`src/markdown_block_splitter_defines.svh`:
```
// Assertion macros shared by the markdown block splitter RTL.
// Files that assert include this header; the macros expect clk and rst_n in scope.
`ifndef MARKDOWN_BLOCK_SPLITTER_DEFINES_SVH
`define MARKDOWN_BLOCK_SPLITTER_DEFINES_SVH

// The consequent must hold in the same cycle as the antecedent.
`define MBS_ASSERT_NOW(label, ante, cons) \
    label: assert property (@(posedge clk) disable iff (!rst_n) (ante) |-> (cons)) \
        else $error("markdown_block_splitter: same-cycle check failed");

// The consequent must hold in the cycle after the antecedent.
`define MBS_ASSERT_NEXT(label, ante, cons) \
    label: assert property (@(posedge clk) disable iff (!rst_n) (ante) |=> (cons)) \
        else $error("markdown_block_splitter: next-cycle check failed");

`endif

```
`src/mbs_pkg.sv`:
```
// Package for the markdown block splitter: payload structs, line flags,
// scan mode encoding and character constants. No dependencies.
package mbs_pkg;

    localparam int OFFSET_WIDTH_DEFAULT = 32;
    localparam int OUT_WIDTH            = 32;

    localparam logic [7:0] CHAR_BACKTICK = 8'h60;
    localparam logic [7:0] CHAR_SPACE    = 8'h20;
    localparam logic [7:0] CHAR_TAB      = 8'h09;
    localparam logic [7:0] CHAR_CR       = 8'h0D;
    localparam logic [7:0] CHAR_NL       = 8'h0A;

    localparam logic [1:0] FENCE_TICKS = 2'd3;

    typedef enum logic [2:0] {
        MODE_IDLE  = 3'b001,
        MODE_PLAIN = 3'b010,
        MODE_FENCE = 3'b100
    } scan_mode_t;

    typedef struct packed {
        logic [7:0] byte_value;
        logic       last_byte;
    } byte_item_t;

    typedef struct packed {
        logic [OUT_WIDTH-1:0] block_start;
        logic [OUT_WIDTH-1:0] block_end;
    } block_item_t;

    // Per-line classification flags, updated byte by byte.
    typedef struct packed {
        logic       all_blank;
        logic [1:0] ticks;
        logic       prefix_ok;
        logic       tail_white;
    } line_flags_t;

    localparam line_flags_t LINE_FLAGS_CLEAR = '{
        all_blank:  1'b1,
        ticks:      2'd0,
        prefix_ok:  1'b1,
        tail_white: 1'b1
    };

endpackage

```
`src/markdown_block_splitter.sv`:
```
// Top level of the markdown block splitter: scan state registers and the
// result register. Depends on mbs_pkg, mbs_scan_core and the assertion header.
//
//   Channel   Direction  Handshake                 Payload
//   byte_*    in         byte_valid / byte_ready   byte_data  (byte_item_t)
//   block_*   out        block_valid / block_ready block_data (block_item_t)
//
// One byte is taken per cycle while byte_ready is high; its block, if it
// closes one, appears in the result register on the next cycle.
// The only throughput limit is the single result register: a byte is refused
// only while a finished block waits there and block_ready is low.
// rst_n clears all scan state and empties the result register asynchronously.
// A transfer with last_byte set returns the scan state to its reset values,
// so the following byte starts a new body at offset 0.
`include "markdown_block_splitter_defines.svh"

module markdown_block_splitter
    import mbs_pkg::*;
#(
    parameter int OFFSET_WIDTH = OFFSET_WIDTH_DEFAULT
)
(
    input  logic        clk,
    input  logic        rst_n,
    input  logic        byte_valid,
    output logic        byte_ready,
    input  byte_item_t  byte_data,
    output logic        block_valid,
    input  logic        block_ready,
    output block_item_t block_data
);

    // Scan state: one register per field of the line/block tracker.
    logic [OFFSET_WIDTH-1:0] pos_reg;
    logic [OFFSET_WIDTH-1:0] line_begin_reg;
    logic [OFFSET_WIDTH-1:0] open_start_reg;
    logic [OFFSET_WIDTH-1:0] last_end_reg;
    scan_mode_t              mode_reg;
    line_flags_t             flags_reg;

    logic [OFFSET_WIDTH-1:0] pos_next;
    logic [OFFSET_WIDTH-1:0] line_begin_next;
    logic [OFFSET_WIDTH-1:0] open_start_next;
    logic [OFFSET_WIDTH-1:0] last_end_next;
    scan_mode_t              mode_next;
    line_flags_t             flags_next;

    // Result register holding at most one finished block.
    logic        block_valid_reg;
    block_item_t block_data_reg;

    logic        emit;
    block_item_t emit_item;
    logic        byte_xfer;

    // The result register frees up in the same cycle that its block is taken,
    // so while block_ready is high the stream keeps moving at one byte per cycle.
    assign byte_ready = !block_valid_reg || block_ready;
    assign byte_xfer  = byte_valid && byte_ready;

    mbs_scan_core #(
        .OFFSET_WIDTH (OFFSET_WIDTH)
    ) u_scan_core (
        .item            (byte_data),
        .pos             (pos_reg),
        .line_begin      (line_begin_reg),
        .open_start      (open_start_reg),
        .last_end        (last_end_reg),
        .mode            (mode_reg),
        .flags           (flags_reg),
        .pos_next        (pos_next),
        .line_begin_next (line_begin_next),
        .open_start_next (open_start_next),
        .last_end_next   (last_end_next),
        .mode_next       (mode_next),
        .flags_next      (flags_next),
        .emit            (emit),
        .emit_item       (emit_item)
    );

    // Scan state advances only on an accepted byte.
    always_ff @(posedge clk or negedge rst_n)
    begin
        if (!rst_n)
        begin
            pos_reg        <= '0;
            line_begin_reg <= '0;
            open_start_reg <= '0;
            last_end_reg   <= '0;
            mode_reg       <= MODE_IDLE;
            flags_reg      <= LINE_FLAGS_CLEAR;
        end
        else if (byte_xfer)
        begin
            pos_reg        <= pos_next;
            line_begin_reg <= line_begin_next;
            open_start_reg <= open_start_next;
            last_end_reg   <= last_end_next;
            mode_reg       <= mode_next;
            flags_reg      <= flags_next;
        end
    end

    // A new block overwrites the register only when it is empty or draining.
    always_ff @(posedge clk or negedge rst_n)
    begin
        if (!rst_n)
        begin
            block_valid_reg <= 1'b0;
        end
        else if (byte_xfer && emit)
        begin
            block_valid_reg <= 1'b1;
        end
        else if (block_ready)
        begin
            block_valid_reg <= 1'b0;
        end
    end

    always_ff @(posedge clk)
    begin
        if (byte_xfer && emit)
        begin
            block_data_reg <= emit_item;
        end
    end

    assign block_valid = block_valid_reg;
    assign block_data  = block_data_reg;

    // A block that closes on an accepted byte must be presented next cycle.
    `MBS_ASSERT_NEXT(a_emit_presented, byte_xfer && emit, block_valid_reg)

    // The final byte of a body rewinds the offset counter and the mode.
    `MBS_ASSERT_NEXT(a_last_rewinds, byte_xfer && byte_data.last_byte,
                     (pos_reg == '0) && (mode_reg == MODE_IDLE))

    // Blocks never end before they start.
    `MBS_ASSERT_NOW(a_block_ordered, block_valid_reg,
                    block_data_reg.block_start <= block_data_reg.block_end)

    // Bytes inside a line leave the recorded line start alone.
    `MBS_ASSERT_NEXT(a_line_begin_holds,
                     byte_xfer && !byte_data.last_byte && (byte_data.byte_value != CHAR_NL),
                     line_begin_reg == $past(line_begin_reg))

endmodule

```
`src/mbs_scan_core.sv`:
```
// Next-state and result logic of the markdown block splitter for one byte.
// Depends on mbs_pkg; purely combinational, registered by the top level.
module mbs_scan_core
    import mbs_pkg::*;
#(
    parameter int OFFSET_WIDTH = OFFSET_WIDTH_DEFAULT
)
(
    input  byte_item_t              item,
    input  logic [OFFSET_WIDTH-1:0] pos,
    input  logic [OFFSET_WIDTH-1:0] line_begin,
    input  logic [OFFSET_WIDTH-1:0] open_start,
    input  logic [OFFSET_WIDTH-1:0] last_end,
    input  scan_mode_t              mode,
    input  line_flags_t             flags,
    output logic [OFFSET_WIDTH-1:0] pos_next,
    output logic [OFFSET_WIDTH-1:0] line_begin_next,
    output logic [OFFSET_WIDTH-1:0] open_start_next,
    output logic [OFFSET_WIDTH-1:0] last_end_next,
    output scan_mode_t              mode_next,
    output line_flags_t             flags_next,
    output logic                    emit,
    output block_item_t             emit_item
);

    localparam logic [OFFSET_WIDTH-1:0] OFFSET_MAX = '1;

    logic                    is_nl;
    logic                    is_white;
    logic                    line_done;
    logic                    fence_line;
    logic                    close_block;
    line_flags_t             flags_upd;
    logic [OFFSET_WIDTH-1:0] pos_inc;
    logic [OFFSET_WIDTH-1:0] line_end;
    logic [OFFSET_WIDTH-1:0] open_upd;
    logic [OFFSET_WIDTH-1:0] end_upd;
    scan_mode_t              mode_upd;

    always_comb
    begin
        is_nl    = (item.byte_value == CHAR_NL);
        is_white = (item.byte_value == CHAR_SPACE) || (item.byte_value == CHAR_TAB) ||
                   (item.byte_value == CHAR_CR);

        // Fold the current byte into the line flags.
        flags_upd = flags;
        if (!is_nl)
        begin
            if (!is_white)
            begin
                flags_upd.all_blank = 1'b0;
            end
            if (flags.ticks == FENCE_TICKS)
            begin
                if (!is_white)
                begin
                    flags_upd.tail_white = 1'b0;
                end
            end
            else if (flags.prefix_ok)
            begin
                if (item.byte_value == CHAR_BACKTICK)
                begin
                    flags_upd.ticks = flags.ticks + 2'd1;
                end
                else
                begin
                    flags_upd.prefix_ok = 1'b0;
                end
            end
        end

        pos_inc    = (pos == OFFSET_MAX) ? pos : pos + 1'b1;
        line_end   = is_nl ? pos : pos_inc;
        line_done  = is_nl || item.last_byte;
        fence_line = (flags_upd.ticks == FENCE_TICKS);

        open_upd    = open_start;
        end_upd     = last_end;
        mode_upd    = mode;
        close_block = 1'b0;

        if (line_done)
        begin
            case (mode)
                MODE_PLAIN:
                begin
                    if (flags_upd.all_blank)
                    begin
                        close_block = 1'b1;
                        mode_upd    = MODE_IDLE;
                    end
                    else
                    begin
                        end_upd = line_end;
                    end
                end
                MODE_FENCE:
                begin
                    end_upd = line_end;
                    if (fence_line && flags_upd.tail_white)
                    begin
                        close_block = 1'b1;
                        mode_upd    = MODE_IDLE;
                    end
                end
                default:
                begin
                    mode_upd = MODE_IDLE;
                    if (!flags_upd.all_blank)
                    begin
                        open_upd = line_begin;
                        end_upd  = line_end;
                        mode_upd = fence_line ? MODE_FENCE : MODE_PLAIN;
                    end
                end
            endcase
        end

        // A block still open at the final byte is flushed, once.
        emit = close_block || (item.last_byte && (mode_upd != MODE_IDLE));

        if (item.last_byte)
        begin
            pos_next        = '0;
            line_begin_next = '0;
            open_start_next = '0;
            last_end_next   = '0;
            mode_next       = MODE_IDLE;
            flags_next      = LINE_FLAGS_CLEAR;
        end
        else
        begin
            pos_next        = pos_inc;
            line_begin_next = line_done ? pos_inc : line_begin;
            open_start_next = open_upd;
            last_end_next   = end_upd;
            mode_next       = mode_upd;
            flags_next      = line_done ? LINE_FLAGS_CLEAR : flags_upd;
        end
    end

    // Offsets wider than the result field saturate; narrower ones zero-extend.
    generate
        if (OFFSET_WIDTH > OUT_WIDTH)
        begin : g_out_sat
            assign emit_item.block_start = (|open_upd[OFFSET_WIDTH-1:OUT_WIDTH]) ?
                                           {OUT_WIDTH{1'b1}} : open_upd[OUT_WIDTH-1:0];
            assign emit_item.block_end   = (|end_upd[OFFSET_WIDTH-1:OUT_WIDTH]) ?
                                           {OUT_WIDTH{1'b1}} : end_upd[OUT_WIDTH-1:0];
        end
        else if (OFFSET_WIDTH == OUT_WIDTH)
        begin : g_out_same
            assign emit_item.block_start = open_upd;
            assign emit_item.block_end   = end_upd;
        end
        else
        begin : g_out_ext
            assign emit_item.block_start = {{(OUT_WIDTH-OFFSET_WIDTH){1'b0}}, open_upd};
            assign emit_item.block_end   = {{(OUT_WIDTH-OFFSET_WIDTH){1'b0}}, end_upd};
        end
    endgenerate

endmodule
```
`config.mk`:
```
export PLATFORM = sky130hd
export DESIGN_NAME = markdown_block_splitter
export DESIGN_NICKNAME = d
export VERILOG_FILES = /design/src/mbs_pkg.sv /design/src/markdown_block_splitter.sv /design/src/mbs_scan_core.sv
export VERILOG_INCLUDE_DIRS = /design/src /design/src/src
export SDC_FILE = /design/constraint.sdc
export NUM_CORES = 1
export LEC_CHECK = 0
export BUFFER_PORTS_ARGS = -buffer_cell sky130_fd_sc_hd__buf_2
export CORE_MARGIN = 1.5
export CORE_UTILIZATION = 50
export DETAILED_ROUTE_END_ITERATION = 16
export PLACE_DENSITY = 0.75
export SLEW_MARGIN = 30
export SYNTH_ARGS = -nofsm -noshare
export SYNTH_HDL_FRONTEND = slang
export SYNTH_SLANG_ARGS = --single-unit
```
`constraint.sdc`:
```
create_clock -name clk -period 5 [get_ports clk]
set_input_delay 0.75 -clock clk [delete_from_list [all_inputs] [get_ports clk]]
set_output_delay 0.75 -clock clk [all_outputs]
set_load 0.02 [all_outputs]
```
==> results of run 1 <==
-- per-layer routing --
metal  track usage (%)  part of all wire, %  up-vias
met5                 0                    0        -
met3             2.985                  6.6       33
met2             32.62                   44      231
li1                  -                    -     3614
met1             33.75                   48     3525
met4             5.100                  1.8        0
-- worst min path at each step --
stage,end,slack [ps],start,depth (start not counted)
3_3_place_gp,open_start_reg[31]$_DFFE_PN0P_,480,open_start_reg[31]$_DFFE_PN0P_,1
4_1_cts,last_end_reg[26]$_DFFE_PN0P_,410,rst_n,1
3_5_place_dp,open_start_reg[7]$_DFFE_PN0P_,480,open_start_reg[7]$_DFFE_PN0P_,1
5_1_grt,last_end_reg[26]$_DFFE_PN0P_,420,rst_n,1
6_report,last_end_reg[26]$_DFFE_PN0P_,350,rst_n,1
2_1_floorplan,block_valid$_DFFE_PN0P_,450,rst_n,0
-- worst max-delay path, delay by kind of cell (launching register included) --
kind,cells,cell delay (ps)
flip-flops,1,420
buffers and inverters,1,390
AND/OR/NAND/NOR,4,840
multiplexers,1,190
AO/OA/AOI/OAI,2,750
adder cells (fa/ha/maj),1,260
-- cells by family after synthesis --
kind of cell / after synthesis / synth area share, %
adders and majority gates: 2 / 0.2553
and+or+nand+nor: 416 / 19.29
buffers and inverters: 90 / 3.792
muxes: 20 / 2.068
xor gates and xnor gates: 54 / 4.826
DFF: 201 / 54.64
AOI/OAI and AO/OA: 233 / 15.13
-- synthesized netlist by cell type (all sizes together), types with 2 or more instances --
cell | n | area [µm²]
nand2 | 238 | 893.4
dfrtp | 133 | 3328
o21ai | 117 | 585.6
clkbuf | 64 | 240.2
edfxtp | 64 | 1922
nor2 | 51 | 191.4
a22o | 39 | 342.8
xnor2 | 36 | 315.3
nand3 | 31 | 170.2
a22oi | 30 | 225.2
a21oi | 22 | 110.1
nor3 | 22 | 115.1
buf | 21 | 112.6
mux2i | 18 | 180.2
xor2 | 18 | 157.7
and3 | 11 | 68.82
nand4 | 11 | 68.82
nor2b | 8 | 50.05
nand2b | 7 | 43.79
or3 | 7 | 43.79
and2 | 6 | 37.54
inv | 5 | 18.77
and4 | 4 | 35.03
dfstp | 4 | 105.1
nor3b | 4 | 30.03
nor4 | 4 | 31.28
nor4bb | 3 | 30.03
o22ai | 3 | 18.77
o31ai | 3 | 22.52
a31oi | 2 | 12.51
and3b | 2 | 17.52
ha | 2 | 25.02
mux2 | 2 | 22.52
nor4b | 2 | 17.52
o211ai | 2 | 15.01
o21a | 2 | 15.01
or4 | 2 | 18.77
-- power groups by stage --
stage	Sequential [µW]	Clock (µW)	Combinational [µW]
global placement	2080	0	537
floorplan	2000	0	469
global route	2100	1490	623
CTS	2060	1430	556
finish	2070	1400	552
detailed placement	2090	0	549
-- per-stage QoR --
stage          instances  hold slack [ps]  instance area (µm²)  utilization, %
2_1_floorplan       1016            454.4                 9803               -
5_1_grt             1325            419.6                10910           56.45
3_3_place_gp        1288            481.6                10300           53.28
6_report            1325            349.1                10910           56.45
3_5_place_dp        1288            481.8                10300           53.30
4_1_cts             1325            414.8                10910           56.44
-- area by class of cell --
cell class,instances,area (µm²),area share (%)
flip-flops and latches,201,5355,49.07
multi-input cells,725,4098,37.54
clock buffers,24,546.8,5.010
repair buffers,92,504.2,4.620
well taps,265,331.6,3.038
clock inverters,13,60.06,0.5503
inverters,5,18.77,0.1720
==> flow_metrics.py, run 1 <==
metrics = {
    "yosys": {
        "synth.avg_cell_area_um2": 9.646,
        "ys_seq_area_share_pct": 54.64,
        "netlist_area_mm2": 0.009801,
        "synth_fp_nets": 1031,
        "synth_cell_type_count": 61,
        "synth_edf_count": 64,
        "ys.flop_type": "dfrtp_1",
        "synth_cells": 1016,
        "ys_async_sr_fraction_pct": 68.16,
        "yosys_register_bits": 201,
        "ys_warn_count": 0,
    },
    "clock_network": {
        "cts_tree": "done",
        "hold_buffers": 0,
        "htree_levels": 1,
        "root_buffer": "clkbuf_16",
        "numClockSinks": 201,
        "clk_latency_ps": 500,
        "post_cts_buffers": 0,
        "clkTransAtPathRegs_ps": 60,
        "ctsResizeCount": 0,
        "clock_path_buffers": 3,
        "cts_buffers": 21,
    },
    "die": {
        "die_x_um": 143.0,
        "die-area_mm2": 0.02045,
        "rows": 51,
        "fp.coreArea_mm2": 0.01933,
        "initial_core_util_pct": 50.69,
        "fp.dieH_um": 143.0,
        "ios": 79,
    },
    "worst_setup_path": {
        "reg2reg_to": "block_data[40]$_DFFE_PP_",
        "rrSetupSlack_ps": 1770,
        "endpoint_kind": "register",
        "rr_worst_depth": 9,
        "required_ps": 5140,
        "path_max_fanout": 64,
        "crit_slowest_cell": "nor4bb_1",
        "crit_path_start": "flags_reg[2]$_DFFE_PN0P_",
        "path_class": "reg -> reg",
        "crit_chain": "ha_1, nor4bb_1, nand3_1, mux2i_1, a221oi_1, nand4_1, a21oi_1, nor2_4, buf_4",
        "slowest_delay_ps": 460,
        "arrival_ps": 3380,
        "r2r-start": "flags_reg[2]$_DFFE_PN0P_",
        "start_kind": "register",
        "cp-endpoint": "block_data[40]$_DFFE_PP_",
    },
    "timing": {
        "post-route-min-period_ps": 3231,
        "clock_skew_ps": 7.588,
        "max_clock_freq_mhz": 309.5,
        "slew_headroom_pct": 37.67,
        "timing.final.crit_share_pct": 64.63,
        "worst_slack_ps": 1769,
        "setup_viol_count_final": 0,
        "hold_viol_final": 0,
        "tightest_slew_ps": 921.9,
        "slew_viol_final": 0,
        "rsz0062_at_grt": "false",
        "fin_tns_setup_ps": 0,
    },
    "placement": {
        "place_congestion": 0.8448,
        "hpwl_mm": 13.82,
        "port-buffer-count": 78,
        "pre_cts_ws_ps": 1337,
    },
    "detailed_routing": {
        "drc_errors": 0,
        "vias": 7403,
        "viasPerCell": 5.587,
        "drt.antenna.violating_nets": 0,
        "routed_wl_mm": 21.60,
        "wire_per_inst_um": 16.30,
        "drtIter0Drc": 643,
        "drtPass1Iterations": 5,
    },
    "power_and_ir_drop": {
        "ir_drop_mv": 0.1823,
        "power_frac_clock_pct": 34.8,
        "p_per_area_mw_per_mm2": 368.0,
        "power_uw": 4016,
        "power_frac_seq_pct": 51.5,
        "netSwitchingFraction_pct": 28.88,
        "p_comb_share_pct": 13.7,
        "cell_internal_pwr_uw": 2857,
        "leakage_uw": 0.004523,
        "power.switching_uw": 1160,
    },
    "grt": {
        "grtUsageTotal_pct": 21.87,
        "gr-total-overflow": 0,
        "first_global_vias": 6772,
        "antenna_found_initial": 0,
        "grt_max_degree": 101,
        "grt_first_pass_wirelength_mm": 35.70,
    },
    "job": {
        "cap_viol_max_count": 0,
    },
    "cells_and_area": {
        "diodes": 0,
        "nets": 1061,
        "layout-drive-gt1-share_pct": 13.30,
        "synthToLayoutAreaGrowth_pct": 11.36,
        "largest_reg_flops": 64,
        "final_common_cell": "nand2_1",
        "final_cell_mix": "nand2_1 (235), dfrtp_1 (133), o21ai_0 (116)",
        "fill_cells": 1670,
    },
    "hold_path": {
        "hp-class": "in -> async",
    },
    "run_status": {
        "status": "finished clean",
    },
}
No activity file was read; power rests on OpenSTA's default activity.
==> run 2, diff against run 1 <==
==> constraint.sdc (replaced) <==
create_clock -name clk -period 2.6 [get_ports clk]
set_input_delay 0.39 -clock clk [delete_from_list [all_inputs] [get_ports clk]]
set_output_delay 0.39 -clock clk [all_outputs]
set_load 0.02 [all_outputs]
==> run 2 against run 1 <==
  * Critical path depth rose by 1
  * First-iteration DRC count down 16%
  * Clock power rose by 130%
  * Sequential share of layout area is 3.5 points lower
  * Worst setup slack worse by 1700 ps
  * Power increased by 110%
  * Non-clock buffer count up 67
  * Die area did not move
  * Combinational power rose to 2.7 times the previous value
  * Global-route usage increased by 1.4 points
  * Via count rose by 5.6%
  * Wire length up 9.1%
  * Critical path type unchanged
  * Largest power group unchanged
==> flow_metrics.py, run 2 (synthesis results as in run 1) <==
metrics = {
    "cells_and_area": {
        "fin_cells": 1392,
        "synthToLayoutAreaGrowth_pct": 20.01,
        "final_core_util_pct": 60.83,
        "diodes": 0,
        "fin_area_mm2": 0.01176,
        "largest_reg_flops": 64,
        "final_common_cell": "nand2_1",
        "layout-drive-gt1-share_pct": 20.59,
        "nets": 1128,
        "final_cell_mix": "nand2_1 (235), dfrtp_1 (133), o21ai_0 (116)",
    },
    "clock_network": {
        "numClockSinks": 201,
        "clk_latency_ps": 490,
        "htree_levels": 1,
        "cts_buffers": 21,
        "root_buffer": "clkbuf_16",
        "cts_tree": "done",
        "clock_path_buffers": 3,
        "clkTransAtPathRegs_ps": 60,
    },
    "power_and_ir_drop": {
        "leakage_uw": 0.004951,
        "power_uw": 8453,
        "p_per_area_mw_per_mm2": 718.7,
        "ir_drop_mv": 0.3712,
    },
    "die": {
        "fp.coreArea_mm2": 0.01933,
        "ios": 79,
        "die-area_mm2": 0.02045,
        "fp.dieH_um": 143.0,
        "rows": 51,
        "die_x_um": 143.0,
        "initial_core_util_pct": 50.69,
    },
    "hold_path": {
        "hp-class": "in -> reg",
    },
    "worst_setup_path": {
        "path_buf_inv": 2,
        "crit_chain": "ha_4, nor4bb_4, buf_4, and4_1, o22ai_2, a221oi_2, nand4_1, a21oi_2, nor2_4, buf_12",
        "start_kind": "register",
        "slowest_delay_ps": 400,
        "required_ps": 2830,
        "arrival_ps": 2810,
        "crit_slowest_cell": "dfrtp_1",
        "cp_top_family": "simple AND/OR/NAND/NOR gates",
        "endpoint_kind": "register",
        "path_max_fanout": 35,
        "path_class": "reg -> reg",
    },
    "timing": {
        "setup_viol_count_final": 0,
        "hold_viol_final": 0,
        "timing.final.crit_share_pct": 98.89,
        "slew_viol_final": 0,
        "clock_skew_ps": 14.70,
        "max_clock_freq_mhz": 388.9,
        "tightest_slew_ps": 681.7,
        "rsz0062_at_grt": "true",
        "post-route-min-period_ps": 2571,
        "fin_tns_setup_ps": 0,
        "slew_headroom_pct": 54.56,
    },
    "detailed_routing": {
        "drt.antenna.violating_nets": 0,
        "drc_errors": 0,
        "drtIter0Drc": 540,
        "vias": 7818,
        "routed_wl_mm": 23.57,
        "viasPerCell": 5.616,
        "wire_per_inst_um": 16.93,
        "drtPass1Iterations": 6,
    },
    "placement": {
        "place_congestion": 0.8509,
        "post_dp_cell_area_mm2": 0.01094,
        "dp.cells": 1350,
        "port-buffer-count": 78,
        "hpwl_mm": 15.54,
    },
    "run_status": {
        "status": "finished clean",
    },
    "grt": {
        "gr-total-overflow": 0,
        "grt_first_pass_wirelength_mm": 37.89,
        "first_global_vias": 7273,
        "grtUsageTotal_pct": 23.28,
        "grt_max_degree": 66,
        "antenna_found_initial": 0,
    },
    "job": {
        "cap_viol_max_count": 0,
    },
}
run 2: cell types whose count changed in the layout (fill, tap and decap cells not counted), moves of 3 or more:
cell / previous run / this run
a21oi_1: 22 / 19
a21oi_2: 0 / 3
buf_12: 0 / 7
buf_4: 14 / 72
bufinv_16: 0 / 4
clkinv_1: 7 / 3
clkinv_2: 5 / 2
clkinvlp_4: 0 / 3
nand3_1: 28 / 25
nand3_2: 3 / 6
run 2: report_power, final:
group	leakage, µW	switching (µW)	total, µW	internal [µW]
Sequential	0.00247	201	3790	3590
Combinational	0.00213	938	1510	575
Clock	0.000346	1260	3150	1890
Total	0.00495	2400	8450	6050
run 2: worst register-to-register path, cell delays in order, from the launching register on:
cell	delay, ps
dfrtp_1	400
ha_4	180
nor4bb_4	330
buf_4	170
and4_1	200
o22ai_2	70
a221oi_2	260
nand4_1	160
a21oi_2	240
nor2_4	90
buf_12	210
run 2: final timing paths:
kind	startpoint	end	slack, ps	depth (start not counted)
hold / removal	byte_valid	block_valid$_DFFE_PN0P_	200	3
hold reg to reg	open_start_reg[7]$_DFFE_PN0P_	open_start_reg[7]$_DFFE_PN0P_	500	1
setup reg to reg	flags_reg[3]$_DFFE_PN0P_	block_data[23]$_DFFE_PP_	30	10
setup / recovery	flags_reg[3]$_DFFE_PN0P_	block_data[23]$_DFFE_PP_	30	10
max in group asynchronous	rst_n	flags_reg[0]$_DFFE_PN1P_	1490	3
min in group asynchronous	rst_n	pos_reg[24]$_DFFE_PN0P_	410	2
run 2: final cells by class:
class                   instances  area, µm²
clock buffers                  21      525.5
fillers                      1607       7574
clock inverters                16      198.9
inverters                       5      18.77
multi-input cells             725       4233
well taps                     265      331.6
flip-flops and latches        201       5355
repair buffers                159       1099
run 2: through the flow:
step	setup slack, ps	hold slack [ps]
global placement	39.16	359.0
floorplan	-419.1	94.41
detailed placement	-24.04	360.3
finish	28.74	197.7
global route	-104.6	232.5
CTS	10.01	197.0
run 2: what timing repair did:
action                                  in CTS  in global routing
endpoints found under the setup margin       8                 72
hold endpoints to repair                    44                  0
resized for setup                            0                 12
buffers inserted                             0                  4
pin swaps                                    1                  7
hold buffers                                 1                  0
run 2: layer usage:
layer	vias to the layer above	wire length (µm)	GRT usage [%]
met5	-	0	0
met4	0	478	6.403
met3	36	1371	2.951
met2	236	10810	36.13
met1	3792	10910	34.42
li1	3754	-	-
==> run 3, diff against run 2 <==
--- a/config.mk
+++ b/config.mk
@@ -6,6 +6,7 @@
 export SDC_FILE = /design/constraint.sdc
 export NUM_CORES = 1
 export LEC_CHECK = 0
+export ABC_AREA = 1
 export BUFFER_PORTS_ARGS = -buffer_cell sky130_fd_sc_hd__buf_2
 export CORE_MARGIN = 1.5
 export CORE_UTILIZATION = 50
==> run 3 against run 2 <==
  * Clock skew shrank 2.2 ps
  * Non-clock buffer count shrank 44
  * Via count shrank 4.4%
  * Critical path type unchanged
==> flow_metrics.py, run 3 <==
metrics = {
    "clock_network": {
        "numClockSinks": 201,
        "htree_levels": 1,
        "root_buffer": "clkbuf_16",
        "cts_tree": "done",
        "clock_path_buffers": 3,
        "clkTransAtPathRegs_ps": 60,
        "clk_latency_ps": 500,
        "cts_buffers": 21,
    },
    "timing": {
        "slew_viol_final": 0,
        "hold_viol_final": 0,
        "clock_skew_ps": 12.55,
        "post-route-min-period_ps": 2486,
        "max_clock_freq_mhz": 402.2,
        "timing.final.crit_share_pct": 95.62,
        "setup_viol_count_final": 0,
        "tightest_slew_ps": 575.5,
        "worst_slack_ps": 114.0,
        "slew_headroom_pct": 61.64,
        "rsz0062_at_grt": "true",
    },
    "yosys": {
        "yosysTopAreaCell": "dfrtp_1",
        "ys.flop_type": "dfrtp_1",
        "synth.most_common_cell": "nand2_1",
        "yosys_register_bits": 201,
        "synth_edf_count": 64,
        "netlist_area_mm2": 0.009540,
        "synth_cell_type_count": 43,
        "synth.avg_cell_area_um2": 9.077,
        "synth_cells": 1051,
        "synthTopCellsByArea": "dfrtp_1 (35%), edfxtp_1 (20%), nand2_1 (9.8%)",
        "ys_seq_area_share_pct": 56.13,
        "synth_top_cell_area_share_pct": 34.89,
        "ys_warn_count": 0,
        "synth_commonest_cells": "nand2_1 (249), inv_1 (144), dfrtp_1 (133)",
        "synth_fp_nets": 1066,
        "ys_async_sr_fraction_pct": 68.16,
    },
    "die": {
        "die_x_um": 141.1,
        "rows": 50,
        "die-area_mm2": 0.01992,
        "initial_core_util_pct": 51.00,
        "fp.dieH_um": 141.1,
        "ios": 79,
        "fp.coreArea_mm2": 0.01871,
    },
    "detailed_routing": {
        "vias": 7472,
        "drtIter0Drc": 599,
        "routed_wl_mm": 22.67,
        "wire_per_inst_um": 16.35,
        "drtPass1Iterations": 5,
        "drt.antenna.violating_nets": 0,
        "drc_errors": 0,
        "viasPerCell": 5.391,
    },
    "grt": {
        "first_global_vias": 7074,
        "gr-total-overflow": 0,
        "grt_first_pass_wirelength_mm": 36.33,
        "grt_max_degree": 79,
        "antenna_found_initial": 0,
        "grtUsageTotal_pct": 22.82,
    },
    "cells_and_area": {
        "fin_cells": 1386,
        "synthToLayoutAreaGrowth_pct": 16.64,
        "layout-drive-gt1-share_pct": 19.88,
        "fin_area_mm2": 0.01113,
        "largest_reg_flops": 64,
        "final_core_util_pct": 59.49,
        "nets": 1153,
        "diodes": 0,
        "final_cell_mix": "nand2_1 (247), inv_1 (143), dfrtp_1 (133)",
        "final_common_cell": "nand2_1",
    },
    "worst_setup_path": {
        "arrival_ps": 2680,
        "path_max_fanout": 8,
        "endpoint_kind": "register",
        "path_class": "reg -> reg",
        "start_kind": "register",
        "required_ps": 2790,
        "r2r-start": "flags_reg[2]$_DFFE_PN0P_",
        "crit_path_start": "flags_reg[2]$_DFFE_PN0P_",
    },
    "power_and_ir_drop": {
        "p_comb_share_pct": 11.8,
        "p_per_area_mw_per_mm2": 659.5,
        "ir_drop_mv": 0.4080,
        "leakage_uw": 0.005110,
        "power.switching_uw": 1851,
        "power_frac_clock_pct": 40.0,
        "netSwitchingFraction_pct": 25.23,
        "cell_internal_pwr_uw": 5487,
        "power_frac_seq_pct": 48.2,
    },
    "placement": {
        "dp.cells": 1340,
        "place_congestion": 0.9535,
        "pre_cts_ws_ps": 69.58,
        "hpwl_mm": 14.52,
        "port-buffer-count": 78,
        "post_dp_cell_area_mm2": 0.01030,
    },
    "run_status": {
        "status": "finished clean",
    },
    "job": {
        "cap_viol_max_count": 0,
    },
    "hold_path": {
        "hp-class": "in -> reg",
        "worstHoldStart": "block_ready",
    },
}
[run 3: cell count changes in the layout (fill, tap and decap cells not counted), moves of 12 or more]
| cell | previous run | this run |
|---|---|---|
| inv_1 | 5 | 143 |
| buf_4 | 72 | 27 |
| o22ai_1 | 2 | 45 |
| xnor2_1 | 36 | 2 |
| a22o_1 | 38 | 7 |
| a22oi_1 | 30 | 0 |
| o21ai_1 | 0 | 20 |
| mux2i_1 | 18 | 0 |
| o21ai_0 | 116 | 102 |
| a21oi_2 | 3 | 16 |
| nand2_1 | 235 | 247 |
| nor3_1 | 20 | 8 |
[run 3: per-layer routing]
layer	GRT usage (%)	vias to the layer above	wire length (µm)
met3	2.582	30	1585
li1	-	3639	-
met2	34.91	250	10130
met4	5.647	0	367
met5	0	-	0
met1	34.81	3553	10580
[run 3: worst max-delay path, stage by stage (launching register included)]
cell and delay [ps]:
dfrtp_1 410, ha_4 190, nor3_4 200, nand2_1 110, nand2_1 70, nand2_1 100, nand2_1 130, nor2_2 50
nor2_1 90, nor2_1 50, nor2_1 140, o21ai_1 90, nand2_1 80, nand2_2 70, clkinvlp_4 90, buf_12 140
buf_6 190
[run 3: path summary, 6_finish.rpt]
path,end,slack (ps),cells past startpoint
hold reg to reg,last_end_reg[20]$_DFFE_PN0P_,470,2
hold / removal,block_valid$_DFFE_PN0P_,220,4
min in group asynchronous,last_end_reg[5]$_DFFE_PN0P_,440,2
max in group asynchronous,open_start_reg[19]$_DFFE_PN0P_,1330,3
setup / recovery,block_data[63]$_DFFE_PP_,110,16
setup reg to reg,block_data[63]$_DFFE_PP_,110,16
[run 3: through the flow]
step	total power [µW]	setup TNS, ps	hold WS [ps]
finish	7339	0	221.3
global route	7650	-1505	241.1
CTS	7359	0	211.3
detailed placement	4424	0	413.5
global placement	4402	0	414.1
floorplan	4153	-20010	94.41
[run 3: power groups by stage]
stage          clock [µW]  combinational (µW)  sequential (µW)
4_1_cts              2990                 835             3540
3_5_place_dp            0                 829             3590
2_1_floorplan           0                 482             3670
6_report             2940                 866             3540
3_3_place_gp            0                 808             3590
5_1_grt              3130                 972             3550
[run 3: final cells by class]
| class | instances | area (µm²) |
|---|---|---|
| Multi-Input combinational cell | 643 | 3423 |
| Clock buffer | 29 | 606.8 |
| Clock inverter | 8 | 67.56 |
| Fill cell | 1599 | 7577 |
| Sequential cell | 201 | 5355 |
| Tap cell | 234 | 292.8 |
| Inverter | 156 | 589.3 |
| Timing Repair Buffer | 115 | 793.3 |
[run 3: cell families after synthesis]
family | synth area share, %
AO/OA/AOI/OAI | 15.70
XOR/XNOR | 2.557
adder cells (fa/ha/maj) | 0.2623
buffers and inverters | 8.630
flip-flops | 56.13
AND/OR/NAND/NOR | 16.72
[run 3: timing repair]
item	in CTS	in global routing
hold buffers	1	0
buffers inserted	0	4
hold endpoints to repair	52	0
gates resized for setup	0	5
endpoints found under the setup margin	0	64
